--- config.mk ---
export PLATFORM = sky130hd
export DESIGN_NAME = slab_page_bitmap_allocator_core
export DESIGN_NICKNAME = d
export VERILOG_FILES = /design/src/hdl/slab_pkg.sv /design/src/hdl/slab_div.sv /design/src/hdl/slab_map.sv /design/src/hdl/slab_page_bitmap_allocator_core.sv
export SDC_FILE = /design/constraint.sdc
export NUM_CORES = 1
export LEC_CHECK = 0
export BUFFER_PORTS_ARGS = -buffer_cell sky130_fd_sc_hd__buf_2
export CORE_MARGIN = 3
export CORE_UTILIZATION = 35
export DETAILED_ROUTE_END_ITERATION = 8
export SLEW_MARGIN = 5
export SYNTH_ARGS = -nofsm -noshare
export SYNTH_HDL_FRONTEND = slang
export SYNTH_SLANG_ARGS = --single-unit
--- constraint.sdc ---
create_clock -name clk_i -period 4.15 [get_ports clk_i]
set_input_delay 0.2075 -clock clk_i [delete_from_list [all_inputs] [get_ports clk_i]]
set_output_delay 0.2075 -clock clk_i [all_outputs]
set_load 0.05 [all_outputs]
--- src/hdl/slab_pkg.sv ---
// ----------------------------------------------------------------------------
// Slab allocator package
// Shared constants, codes and inter-module types for the page chunk allocator.
// ----------------------------------------------------------------------------
package slab_pkg;

  localparam int PAGE_BYTES   = 4096;
  localparam int HEADER_BYTES = 64;
  localparam int MAP_WORDS    = 8;
  localparam int WORD_BITS    = 32;
  localparam int MAP_BITS     = MAP_WORDS * WORD_BITS;

  // Usable bytes after the header; zero when the header fills the page
  localparam int ROOM_BYTES = (HEADER_BYTES < PAGE_BYTES) ? (PAGE_BYTES - HEADER_BYTES) : 0;

  localparam int OFF_W   = 12;
  localparam int CS_W    = 12;
  localparam int CAP_W   = $clog2(MAP_BITS + 1);
  localparam int IDX_W   = $clog2(MAP_BITS);
  localparam int WADDR_W = $clog2(MAP_WORDS);
  localparam int BIT_W   = $clog2(WORD_BITS);
  localparam int DIV_CNT_W = $clog2(OFF_W);

  localparam int S_TDATA_W = 16;
  localparam int M_TDATA_W = 16;
  localparam int M_TUSER_W = 2;

  localparam logic [CS_W-1:0]  CS_RESET = CS_W'(64);
  localparam logic [OFF_W-1:0] HDR_V    = OFF_W'(HEADER_BYTES);
  localparam logic [OFF_W-1:0] ROOM_V   = OFF_W'(ROOM_BYTES);

  typedef enum logic {
    OP_ALLOC = 1'b0,
    OP_FREE  = 1'b1
  } op_e;

  typedef enum logic [1:0] {
    STAT_OK         = 2'd0,
    STAT_NO_FREE    = 2'd1,
    STAT_BAD_OFFSET = 2'd2
  } status_e;

  typedef enum logic [2:0] {
    S_IDLE,
    S_PREP_CAP,
    S_CAP_WAIT,
    S_PREP_OP,
    S_IDX_WAIT,
    S_SCAN,
    S_UPDATE,
    S_DONE
  } state_e;

  typedef struct packed {
    logic             start;
    logic [OFF_W-1:0] dividend;
    logic [CS_W-1:0]  divisor;
  } div_req_t;

  typedef struct packed {
    logic             busy;
    logic             done;
    logic [OFF_W-1:0] quotient;
  } div_rsp_t;

  typedef struct packed {
    logic             en;
    logic             set;
    logic [IDX_W-1:0] idx;
  } map_wr_t;

endpackage

--- src/hdl/slab_div.sv ---
// ----------------------------------------------------------------------------
// Serial divider
// Restoring divider, one quotient bit per cycle; shared by the capacity and
// the chunk index computations.
// ----------------------------------------------------------------------------
module slab_div (
  input  logic              clk_i,
  input  logic              rst_ni,
  input  slab_pkg::div_req_t req_i,
  output slab_pkg::div_rsp_t rsp_o
);
  import slab_pkg::*;

  logic                 busy_q, busy_d;
  logic                 done_q, done_d;
  logic [DIV_CNT_W-1:0] cnt_q, cnt_d;
  logic [OFF_W-1:0]     rem_q, rem_d;
  logic [OFF_W-1:0]     quo_q, quo_d;
  logic [CS_W-1:0]      dvs_q, dvs_d;
  logic [OFF_W:0]       rem_sh;
  logic [OFF_W:0]       diff;

  always_comb begin
    rem_sh = {rem_q, quo_q[OFF_W-1]};
    diff   = rem_sh - {1'b0, dvs_q};
    busy_d = busy_q;
    done_d = 1'b0;
    cnt_d  = cnt_q;
    rem_d  = rem_q;
    quo_d  = quo_q;
    dvs_d  = dvs_q;
    if (req_i.start) begin
      busy_d = 1'b1;
      cnt_d  = '0;
      rem_d  = '0;
      quo_d  = req_i.dividend;
      dvs_d  = req_i.divisor;
    end else if (busy_q) begin
      // shift the next dividend bit in, subtract when it fits
      if (!diff[OFF_W]) begin
        rem_d = diff[OFF_W-1:0];
        quo_d = {quo_q[OFF_W-2:0], 1'b1};
      end else begin
        rem_d = rem_sh[OFF_W-1:0];
        quo_d = {quo_q[OFF_W-2:0], 1'b0};
      end
      cnt_d = cnt_q + 1'b1;
      if (cnt_q == DIV_CNT_W'(OFF_W - 1)) begin
        busy_d = 1'b0;
        done_d = 1'b1;
      end
    end
  end

  always_ff @(posedge clk_i or negedge rst_ni) begin
    if (!rst_ni) begin
      busy_q <= 1'b0;
      done_q <= 1'b0;
      cnt_q  <= '0;
    end else begin
      busy_q <= busy_d;
      done_q <= done_d;
      cnt_q  <= cnt_d;
    end
  end

  always_ff @(posedge clk_i) begin
    rem_q <= rem_d;
    quo_q <= quo_d;
    dvs_q <= dvs_d;
  end

  assign rsp_o.busy     = busy_q;
  assign rsp_o.done     = done_q;
  assign rsp_o.quotient = quo_q;

endmodule

--- src/hdl/slab_map.sv ---
// ----------------------------------------------------------------------------
// Free map store
// One bit per chunk, 1 = free; one word read and one bit written per cycle.
// ----------------------------------------------------------------------------
module slab_map (
  input  logic                              clk_i,
  input  logic                              rst_ni,
  input  logic [slab_pkg::WADDR_W-1:0]      raddr_i,
  output logic [slab_pkg::WORD_BITS-1:0]    rdata_o,
  input  slab_pkg::map_wr_t                 wr_i
);
  import slab_pkg::*;

  logic [WORD_BITS-1:0] words_q [MAP_WORDS];

  always_ff @(posedge clk_i or negedge rst_ni) begin
    if (!rst_ni) begin
      for (int w = 0; w < MAP_WORDS; w++) begin
        words_q[w] <= '1;
      end
    end else if (wr_i.en) begin
      words_q[wr_i.idx[IDX_W-1:BIT_W]][wr_i.idx[BIT_W-1:0]] <= wr_i.set;
    end
  end

  assign rdata_o = words_q[raddr_i];

endmodule

--- src/hdl/slab_page_bitmap_allocator_core.sv ---
// ----------------------------------------------------------------------------
// Slab page bitmap allocator
// Hands out and takes back fixed-size chunks of one page from a free bitmap.
// ----------------------------------------------------------------------------
//  port group    dir  payload
//  s_axis_*      in   tuser[0] op, tdata[11:0] free_offset
//  m_axis_*      out  tuser[1:0] status, tdata[11:0] chunk_offset,
//                     tdata[12] became_full, tdata[13] reopened
//  cfg_*         in   cfg_wdata_i[11:0] chunk_size
//
//  Allocate scans the free map one word a cycle.
//  Free adds a pass of the serial divider (one quotient bit a cycle).
//  The first transaction after reset or a chunk_size write first derives
//  the capacity on the same divider.
//  s_axis_tready is low while a transaction is at work; a result waiting in
//  the output register does not block the next input transaction.
//  Reset is asynchronous and restores an all-free map and chunk_size 64.
// ----------------------------------------------------------------------------
module slab_page_bitmap_allocator_core (
  input  logic                            clk_i,
  input  logic                            rst_ni,
  input  logic                            s_axis_tvalid,
  output logic                            s_axis_tready,
  input  logic [slab_pkg::S_TDATA_W-1:0]  s_axis_tdata,  // [11:0] free_offset
  input  logic                            s_axis_tuser,  // [0] op
  output logic                            m_axis_tvalid,
  input  logic                            m_axis_tready,
  output logic [slab_pkg::M_TDATA_W-1:0]  m_axis_tdata,  // [11:0] chunk_offset,
                                                         // [12] became_full, [13] reopened
  output logic [slab_pkg::M_TUSER_W-1:0]  m_axis_tuser,  // [1:0] status
  input  logic                            cfg_we_i,
  input  logic [slab_pkg::CS_W-1:0]       cfg_wdata_i
);
  import slab_pkg::*;

  state_e             state_q, state_d;
  logic [CS_W-1:0]    cs_q, cs_d;
  logic [CAP_W-1:0]   cap_q, cap_d;
  logic               cap_valid_q, cap_valid_d;
  op_e                op_q, op_d;
  logic [OFF_W-1:0]   off_q, off_d;
  logic [IDX_W-1:0]   chunk_q, chunk_d;
  logic [WADDR_W-1:0] scan_w_q, scan_w_d;
  logic               found_q, found_d;
  logic               another_q, another_d;
  logic [IDX_W-1:0]   idx_q, idx_d;
  status_e            res_status_q, res_status_d;
  logic [OFF_W-1:0]   res_offset_q, res_offset_d;
  logic               res_full_q, res_full_d;
  logic               res_reopen_q, res_reopen_d;

  logic               m_valid_q, m_valid_d;
  status_e            m_status_q, m_status_d;
  logic [OFF_W-1:0]   m_offset_q, m_offset_d;
  logic               m_full_q, m_full_d;
  logic               m_reopen_q, m_reopen_d;

  div_req_t             div_req;
  div_rsp_t             div_rsp;
  map_wr_t              map_wr;
  logic [WORD_BITS-1:0] map_word;

  logic                 s_accept;
  logic [CAP_W-1:0]     word_lo;
  logic [CAP_W-1:0]     cap_rel;
  logic [WORD_BITS-1:0] cap_mask;
  logic [WORD_BITS-1:0] masked;
  logic [WORD_BITS-1:0] rest;
  logic [BIT_W-1:0]     low_pos;
  logic [IDX_W+CS_W-1:0] prod;

  slab_div u_div (
    .clk_i  (clk_i),
    .rst_ni (rst_ni),
    .req_i  (div_req),
    .rsp_o  (div_rsp)
  );

  slab_map u_map (
    .clk_i   (clk_i),
    .rst_ni  (rst_ni),
    .raddr_i (scan_w_q),
    .rdata_o (map_word),
    .wr_i    (map_wr)
  );

  assign s_axis_tready = (state_q == S_IDLE);
  assign s_accept      = s_axis_tvalid && s_axis_tready;

  // Mask off map bits at or above the capacity for the word under scan
  always_comb begin
    word_lo = CAP_W'({scan_w_q, {BIT_W{1'b0}}});
    cap_rel = cap_q - word_lo;
    if (cap_q >= word_lo + CAP_W'(WORD_BITS)) begin
      cap_mask = '1;
    end else if (cap_q <= word_lo) begin
      cap_mask = '0;
    end else begin
      cap_mask = ~({WORD_BITS{1'b1}} << cap_rel[BIT_W-1:0]);
    end
    masked  = map_word & cap_mask;
    rest    = masked & (masked - 1'b1);
    low_pos = '0;
    for (int i = WORD_BITS - 1; i >= 0; i--) begin
      if (masked[i]) begin
        low_pos = BIT_W'(i);
      end
    end
  end

  assign prod = idx_q * cs_q;

  always_comb begin
    state_d      = state_q;
    cs_d         = cs_q;
    cap_d        = cap_q;
    cap_valid_d  = cap_valid_q;
    op_d         = op_q;
    off_d        = off_q;
    chunk_d      = chunk_q;
    scan_w_d     = scan_w_q;
    found_d      = found_q;
    another_d    = another_q;
    idx_d        = idx_q;
    res_status_d = res_status_q;
    res_offset_d = res_offset_q;
    res_full_d   = res_full_q;
    res_reopen_d = res_reopen_q;
    m_valid_d    = m_valid_q && !m_axis_tready;
    m_status_d   = m_status_q;
    m_offset_d   = m_offset_q;
    m_full_d     = m_full_q;
    m_reopen_d   = m_reopen_q;
    div_req      = '0;
    map_wr       = '0;

    if (cfg_we_i) begin
      cs_d        = cfg_wdata_i;
      cap_valid_d = 1'b0;
    end

    unique case (state_q)
      S_IDLE: begin
        if (s_accept) begin
          op_d         = op_e'(s_axis_tuser);
          off_d        = s_axis_tdata[OFF_W-1:0];
          res_status_d = STAT_OK;
          res_offset_d = '0;
          res_full_d   = 1'b0;
          res_reopen_d = 1'b0;
          state_d      = (cap_valid_q && !cfg_we_i) ? S_PREP_OP : S_PREP_CAP;
        end
      end
      S_PREP_CAP: begin
        if (cs_q == '0 || ROOM_V == '0) begin
          cap_d       = '0;
          cap_valid_d = 1'b1;
          state_d     = S_PREP_OP;
        end else begin
          div_req.start    = 1'b1;
          div_req.dividend = ROOM_V;
          div_req.divisor  = cs_q;
          state_d          = S_CAP_WAIT;
        end
      end
      S_CAP_WAIT: begin
        if (div_rsp.done) begin
          cap_d       = (div_rsp.quotient >= OFF_W'(MAP_BITS)) ?
                        CAP_W'(MAP_BITS) : CAP_W'(div_rsp.quotient);
          cap_valid_d = 1'b1;
          state_d     = S_PREP_OP;
        end
      end
      S_PREP_OP: begin
        scan_w_d  = '0;
        found_d   = 1'b0;
        another_d = 1'b0;
        if (op_q == OP_ALLOC) begin
          state_d = S_SCAN;
        end else if (cap_q == '0 || off_q < HDR_V) begin
          res_status_d = STAT_BAD_OFFSET;
          state_d      = S_DONE;
        end else begin
          div_req.start    = 1'b1;
          div_req.dividend = off_q - HDR_V;
          div_req.divisor  = cs_q;
          state_d          = S_IDX_WAIT;
        end
      end
      S_IDX_WAIT: begin
        if (div_rsp.done) begin
          chunk_d = div_rsp.quotient[IDX_W-1:0];
          if (div_rsp.quotient >= OFF_W'(cap_q)) begin
            res_status_d = STAT_BAD_OFFSET;
            state_d      = S_DONE;
          end else begin
            state_d = S_SCAN;
          end
        end
      end
      S_SCAN: begin
        // first free chunk, and whether a second one exists past it
        if (!found_q) begin
          if (masked != '0) begin
            found_d   = 1'b1;
            idx_d     = {scan_w_q, low_pos};
            another_d = (rest != '0);
          end
        end else if (masked != '0) begin
          another_d = 1'b1;
        end
        scan_w_d = scan_w_q + 1'b1;
        if (scan_w_q == WADDR_W'(MAP_WORDS - 1)) begin
          state_d = S_UPDATE;
        end
      end
      S_UPDATE: begin
        if (op_q == OP_ALLOC) begin
          if (!found_q) begin
            res_status_d = STAT_NO_FREE;
          end else begin
            map_wr.en    = 1'b1;
            map_wr.set   = 1'b0;
            map_wr.idx   = idx_q;
            res_offset_d = HDR_V + prod[OFF_W-1:0];
            res_full_d   = !another_q;
          end
        end else begin
          map_wr.en    = 1'b1;
          map_wr.set   = 1'b1;
          map_wr.idx   = chunk_q;
          res_reopen_d = !found_q;
        end
        state_d = S_DONE;
      end
      S_DONE: begin
        // hold until the output register frees up
        if (!m_valid_q || m_axis_tready) begin
          m_valid_d  = 1'b1;
          m_status_d = res_status_q;
          m_offset_d = res_offset_q;
          m_full_d   = res_full_q;
          m_reopen_d = res_reopen_q;
          state_d    = S_IDLE;
        end
      end
      default: state_d = S_IDLE;
    endcase
  end

  always_ff @(posedge clk_i or negedge rst_ni) begin
    if (!rst_ni) begin
      state_q     <= S_IDLE;
      cs_q        <= CS_RESET;
      cap_valid_q <= 1'b0;
      m_valid_q   <= 1'b0;
    end else begin
      state_q     <= state_d;
      cs_q        <= cs_d;
      cap_valid_q <= cap_valid_d;
      m_valid_q   <= m_valid_d;
    end
  end

  always_ff @(posedge clk_i) begin
    cap_q        <= cap_d;
    op_q         <= op_d;
    off_q        <= off_d;
    chunk_q      <= chunk_d;
    scan_w_q     <= scan_w_d;
    found_q      <= found_d;
    another_q    <= another_d;
    idx_q        <= idx_d;
    res_status_q <= res_status_d;
    res_offset_q <= res_offset_d;
    res_full_q   <= res_full_d;
    res_reopen_q <= res_reopen_d;
    m_status_q   <= m_status_d;
    m_offset_q   <= m_offset_d;
    m_full_q     <= m_full_d;
    m_reopen_q   <= m_reopen_d;
  end

  assign m_axis_tvalid = m_valid_q;
  assign m_axis_tuser  = m_status_q;
  assign m_axis_tdata  = {{(M_TDATA_W - OFF_W - 2){1'b0}}, m_reopen_q, m_full_q, m_offset_q};

endmodule

== Yosys cells after proc, flatten, opt, wreduce, memory -nomap -nowiden ==
Cells that the tools add are included.

* Register bits after elaboration: 390
* Bits of input ports: 34
* Output and inout bits: 20
* Logic and storage cells: 231

* Add/sub/neg operators: 8
* Multiply operators: 1
* Order comparisons: 10
* Equality and inequality tests: 23
* Shift-type cells: 1
* Mux-type cells: 107
* Bitwise gates (word level): 6
* Reductions and logical operators: 36

{| class="wikitable"
|+ Operator list
! cell !! count
|-
| bitwise mux 256 bit || 1
|-
| two-way mux 32 bit || 5
|-
| binary-select mux 32 bit (select 3 bit) || 1
|-
| demux 32 bit (select 3 bit) || 1
|-
| two-way mux 5 bit || 16
|-
| two-way mux 25 bit || 3
|-
| two-way mux 12 bit || 6
|-
| AND 32 bit || 2
|-
| nonzero test 32 bit || 2
|-
| one-hot mux 25 bit (2 select lines) || 1
|-
| two-way mux 4 bit || 10
|-
| inverter 32 bit || 1
|-
| << shifter 32 x 5 -> 32 bit (first input constant) || 1
|-
| subtractor 32 x 1 -> 32 bit (second input constant) || 1
|-
| two-way mux 10 bit || 3
|-
| two-way mux 3 bit || 9
|-
| two-way mux 9 bit || 3
|-
| two-way mux 2 bit || 13
|-
| two-way mux 1 bit || 24
|-
| one-hot mux 12 bit (2 select lines) || 1
|-
| one-hot mux 3 bit (8 select lines) || 1
|-
| != test 2 bit (second input constant) || 11
|-
| one-hot mux 9 bit (2 select lines) || 1
|-
| OR reduction 16 bit || 1
|-
| other kinds (44) || 74
|}

== Depth between registers and ports, before layout ==
* Depth in word-level cells: 37
* Gate-level depth with buffers: 19
* Depth with buffers taken out: 18

== By module ==
Synthesis repeated with hierarchy kept, for this count alone.

* Cells, all modules: 2,087
* Area total of the unflattened synthesis: 23,680.2 um^2

{| class="wikitable"
|+ Modules (own cells, without submodules)
! module !! times used !! cells each !! area each (um^2) !! sequential area each (um^2)
|-
| slab_map || 1 || 1,025 || 13,583.0 || 6,726.5
|-
| slab_page_bitmap_allocator_core || 1 || 820 || 7,612.3 || 2,678.8
|-
| slab_div || 1 || 242 || 2,484.9 || 1,111.1
|}

== Least setup slack after synthesis ==
Ideal clock, no wire load.

* Path kind: flip-flop to flip-flop
* Start point: register scan_w_q[0]
* End point: register idx_q[0], enable pin
* Data arrival time: 3,850 ps
* Required time: 3,767 ps
* Setup slack: -84 ps
* Stages on the path, launching flop included: 18
* Period minus slack after synthesis: 4,234 ps
* Cells stage by stage: edfxtp_1 -> buf_4 -> buf_4 -> buf_4 -> buf_2 -> nand3_1 -> ha_1 -> nand2_1 -> or4_4 -> buf_6 -> nand3_4 -> buf_6 -> o221ai_1 -> nand3_1 -> nor2_1 -> nand3_2 -> nor2_1 -> nor3_1

* Word-level cells in the longest chain between the ends: 7
* Elaborated cells between the ends (all ways): 12

{| class="wikitable"
|+ Ends and longest elaborated chain
! element !! line !! text
|-
| start: declaration || slab_page_bitmap_allocator_core.sv:43 || <nowiki>logic [WADDR_W-1:0] scan_w_q, scan_w_d;</nowiki>
|-
| start signal: assignment || slab_page_bitmap_allocator_core.sv:270 || <nowiki>scan_w_q <= scan_w_d;</nowiki>
|-
| parallel branches: the longest is 4 deep, another holds adder 8 x 6 -> 9 bit || -- ||
|-
| AND 32 bit * || slab_page_bitmap_allocator_core.sv:101 || <nowiki>masked = map_word & cap_mask;</nowiki>
|-
| nonzero test 32 bit * || slab_page_bitmap_allocator_core.sv:204 || <nowiki>if (masked != '0) begin</nowiki>
|-
| AND reduction 3 bit (no source line) * || -- ||
|-
| end signal: assignment || slab_page_bitmap_allocator_core.sv:273 || <nowiki>idx_q <= idx_d;</nowiki>
|-
| end: declaration || slab_page_bitmap_allocator_core.sv:46 || <nowiki>logic [IDX_W-1:0] idx_q, idx_d;</nowiki>
|}

Every way passes the cells marked *. The select of a mux whose other input is x is not followed.
A chain may end at the register's enable or synchronous reset.

== Worst setup path after layout ==
* Start point: register idx_q[2]
* End point: register res_offset_q[11] (data pin)

* Word-level cells in the longest chain between the ends: 5

{| class="wikitable"
|+ Ends and longest elaborated chain
! element !! line !! text
|-
| multiplier 8 x 12 -> 12 bit || slab_page_bitmap_allocator_core.sv:111 || <nowiki>assign prod = idx_q * cs_q;</nowiki>
|-
| adder 7 x 12 -> 12 bit || slab_page_bitmap_allocator_core.sv:225 || <nowiki>res_offset_d = HDR_V + prod[OFF_W-1:0];</nowiki>
|-
| two-way mux 12 bit || slab_page_bitmap_allocator_core.sv:219 || <nowiki>if (!found_q) begin</nowiki>
|-
| two-way mux 12 bit || slab_page_bitmap_allocator_core.sv:218 || <nowiki>if (op_q == OP_ALLOC) begin</nowiki>
|-
| one-hot mux 12 bit (2 select lines) || slab_page_bitmap_allocator_core.sv:142 || <nowiki>unique case (state_q)</nowiki>
|-
| end signal: assignment || slab_page_bitmap_allocator_core.sv:275 || <nowiki>res_offset_q <= res_offset_d;</nowiki>
|-
| end: declaration || slab_page_bitmap_allocator_core.sv:48 || <nowiki>logic [OFF_W-1:0] res_offset_q, res_offset_d;</nowiki>
|}

No other way between the ends. The select of a mux whose other input is x is not followed.

==> impl_metrics.ini <==
[global_route]
antenna_found_initial = 0
globalRouteTotalUtil = 0.178
first_global_vias = 16800
grt_max_degree = 234
grt_pass1_wl_mm = 94.9
grt_overflow = 0

[floorplan]
die_w_um = 258
start_util = 0.357
core_region_area_um2 = 62400
die_h_um = 258
ioPinCount = 54
die_area_um2 = 66800
num_rows = 91

[critical_path]
cp-start-kind = flop
crit_family = adder cells
criticalPathCategory = reg2reg
crit_chain = buf_6, nand2_2, fa_1, fa_1, fa_1, fa_1, inv_2, ha_4, a21o_1, a21o_1, a21oi_2, o21bai_1, a21oi_1, xnor2_1, nor2_1
cp.arrival_ps = 4420
crit_top_cell = fa_1
worstSetupEndpointType = flop
required_ps = 4440
critPathSlowestCell = fa_1
cpPeakStageDelay_ps = 530
cp_max_fo = 5
cp_num_buf_inv = 2

[route]
drt_iter0_markers = 1275
wl_per_cell_um = 18.6
drt_pass1_iterations = 7
antenna_left = 0
post-route-drc-count = 0
routed_via_density = 5.25
routed-via-count = 16900
routed_wl_mm = 59.7

[clocking]
root_buffer = clkbuf_16
cts_htree_levels = 2
cts_tree = yes
clock-sinks = 390
cts_made_buffers = 43
cts_buffer_depth = 3
clk_latency_ps = 570
clk_pin_slew_ps = 60

[sta]
finalSetupTns_ps = 0
period_share = 0.996
tightest_slew_ps = 1070
slew_violations = 0
grt_setup_unrepaired = true
hold_viol = 0
relSlewSlack = 0.285
max_freq_ghz = 0.242
fin_crit_ps = 4130
skew_ps = 18.8
setup_violations = 0

[power]
leakage_uw = 0.00975
p_total_uw = 16800
pwr_density_cell_nw_per_um2 = 650
ir_drop_v = 0.000744

[cells_and_area]
antenna_cells = 0
fin_area_um2 = 25800
drive_gt1_frac = 0.279
synthToLayoutAreaGrowth_pct = 15.8
nNetsFinal = 2470
layout_common_cells = nand2_1, o21ai_0, dfstp_2
final_common_cell = nand2_1

[synth]
yosysSeqAreaShare = 0.472
synth_top_family_by_area = simple AND/OR/NAND/NOR gates
synth_cell_types = 88
avgSynthCellArea_um2 = 9.96
synth_simple_gate_area_frac = 0.164
ys.flop_type = dfstp_2
synthAdderAreaFrac = 0.0661
synth_seq_cells = 390
ys_warn_count = 0
netlist_area_um2 = 22300
synth_compound_area_frac = 0.142
synthXorXnorAreaFrac = 0.0141
synth_edf_count = 99
synthCells = 2240
synthMuxAreaShare = 0.0976
async_flop_share = 0.715

[min_path]
worstHoldPathType = in2reg

[place]
place_hpwl_mm = 40.3
placed_area_um2 = 23900
place_congestion = 0.901
portBuffers = 47

[run]
cap_violations = 0

[status]
status = finished, final reports clean
## through the flow
| stage | cells | setup slack [ps] | utilization | hold slack [ps] |
|---|---|---|---|---|
| floorplan | 2241 | 0.997 | - | -88.1 |
| global placement | 3095 | -96.7 | 0.383 | 385 |
| detailed placement | 3095 | -85.4 | 0.383 | 386 |
| CTS | 3202 | -27.0 | 0.411 | 156 |
| global route | 3210 | -119 | 0.414 | 180 |
| finish | 3210 | 16.4 | 0.414 | 187 |
## registers in the layout, summed over array words and instances, names as in the netlist, 2 cells and up
register / count
state_q: 3
scan_w_q: 3
m_axis_tuser: 2
off_q: 12
m_offset_q: 12
u_div.cnt_q: 4
u_map.words_q: 256
cs_q: 12
cap_q: 9
res_offset_q: 12
res_status_q: 2
chunk_q: 8
u_div.rem_q: 12
u_div.quo_q: 12
u_div.dvs_q: 12
idx_q: 8
## area by class of cell
cell class              count  area [um^2]
clock buffers              64         1310
clock inverters            13          120
fillers                  6072        36600
inverters                  96          360
multi-input cells        1618        11000
flip-flops and latches    390        10500
well taps                 837         1050
repair buffers            192         1510
## Yosys cell counts (12+ instances only)
library cell | instances | area share
a21oi_1 | 52 | 0.012
and2_1 | 64 | 0.018
and3_1 | 12 | 0.0034
buf_2 | 22 | 0.0049
clkbuf_1 | 94 | 0.016
dfrtp_1 | 22 | 0.025
dfstp_2 | 257 | 0.30
dfxtp_1 | 12 | 0.011
edfxtp_1 | 99 | 0.13
fa_1 | 38 | 0.034
ha_1 | 57 | 0.032
inv_1 | 95 | 0.016
mux2_2 | 38 | 0.019
mux2i_1 | 34 | 0.015
mux4_2 | 58 | 0.059
nand2_1 | 501 | 0.084
nand2b_1 | 12 | 0.0034
nand3_1 | 33 | 0.0074
nor2_1 | 122 | 0.021
nor2b_1 | 19 | 0.0053
nor3_1 | 19 | 0.0043
o21ai_0 | 273 | 0.061
o31ai_1 | 69 | 0.023
xnor2_1 | 25 | 0.0098
## path summary, 6_finish.rpt
path                       slack, ps             from  cells after the start            endpoint
max in group asynchronous       2610           rst_ni                      3             cs_q[3]
setup / recovery                  20         idx_q[2]                     15    res_offset_q[11]
hold reg to reg                  420  res_offset_q[7]                      0       m_offset_q[7]
min in group asynchronous        550           rst_ni                      2  u_map.words_q[154]
setup reg to reg                  20         idx_q[2]                     15    res_offset_q[11]
hold / removal                   190         cfg_we_i                      2            cs_q[11]
## kinds of logic after synthesis
group | Yosys count
compound gates | 519
buf+inv | 233
fa+ha+maj | 95
xor+xnor | 36
flops | 390
simple gates | 832
mux | 134
other cells | 1
## worst register-to-register path: cells and delay by family (launching register included)
kind / cells / cell delay [ps]
AND/OR/NAND/NOR: 2 / 100
flip-flops: 1 / 510
buffers and inverters: 2 / 210
XOR/XNOR: 1 / 130
adder cells (fa/ha/maj): 5 / 2130
AO/OA/AOI/OAI: 5 / 780
## routing by layer
layer | share of wire | wire [um] | vias up | global-route usage
li1 | - | - | 8054 | -
met1 | 0.44 | 26400 | 8249 | 0.242
met2 | 0.48 | 28500 | 449 | 0.294
met3 | 0.054 | 3240 | 105 | 0.0308
met4 | 0.027 | 1630 | 0 | 0.0503
met5 | 0 | 0 | - | 0
## where the power goes
group          total (uW)  internal, uW  switching, uW
clock                3850          2300           1550
sequential           4860          4530            322
combinational        8100          3600           4500
## repair_timing
action	in CTS	in global routing
pin swaps	3	35
hold buffers	28	0
setup buffers	2	8
endpoints found under the hold margin	101	0
setup endpoints to repair	2	13
gates resized for setup	4	42
Note: power is estimated with default switching activity, not from simulation.
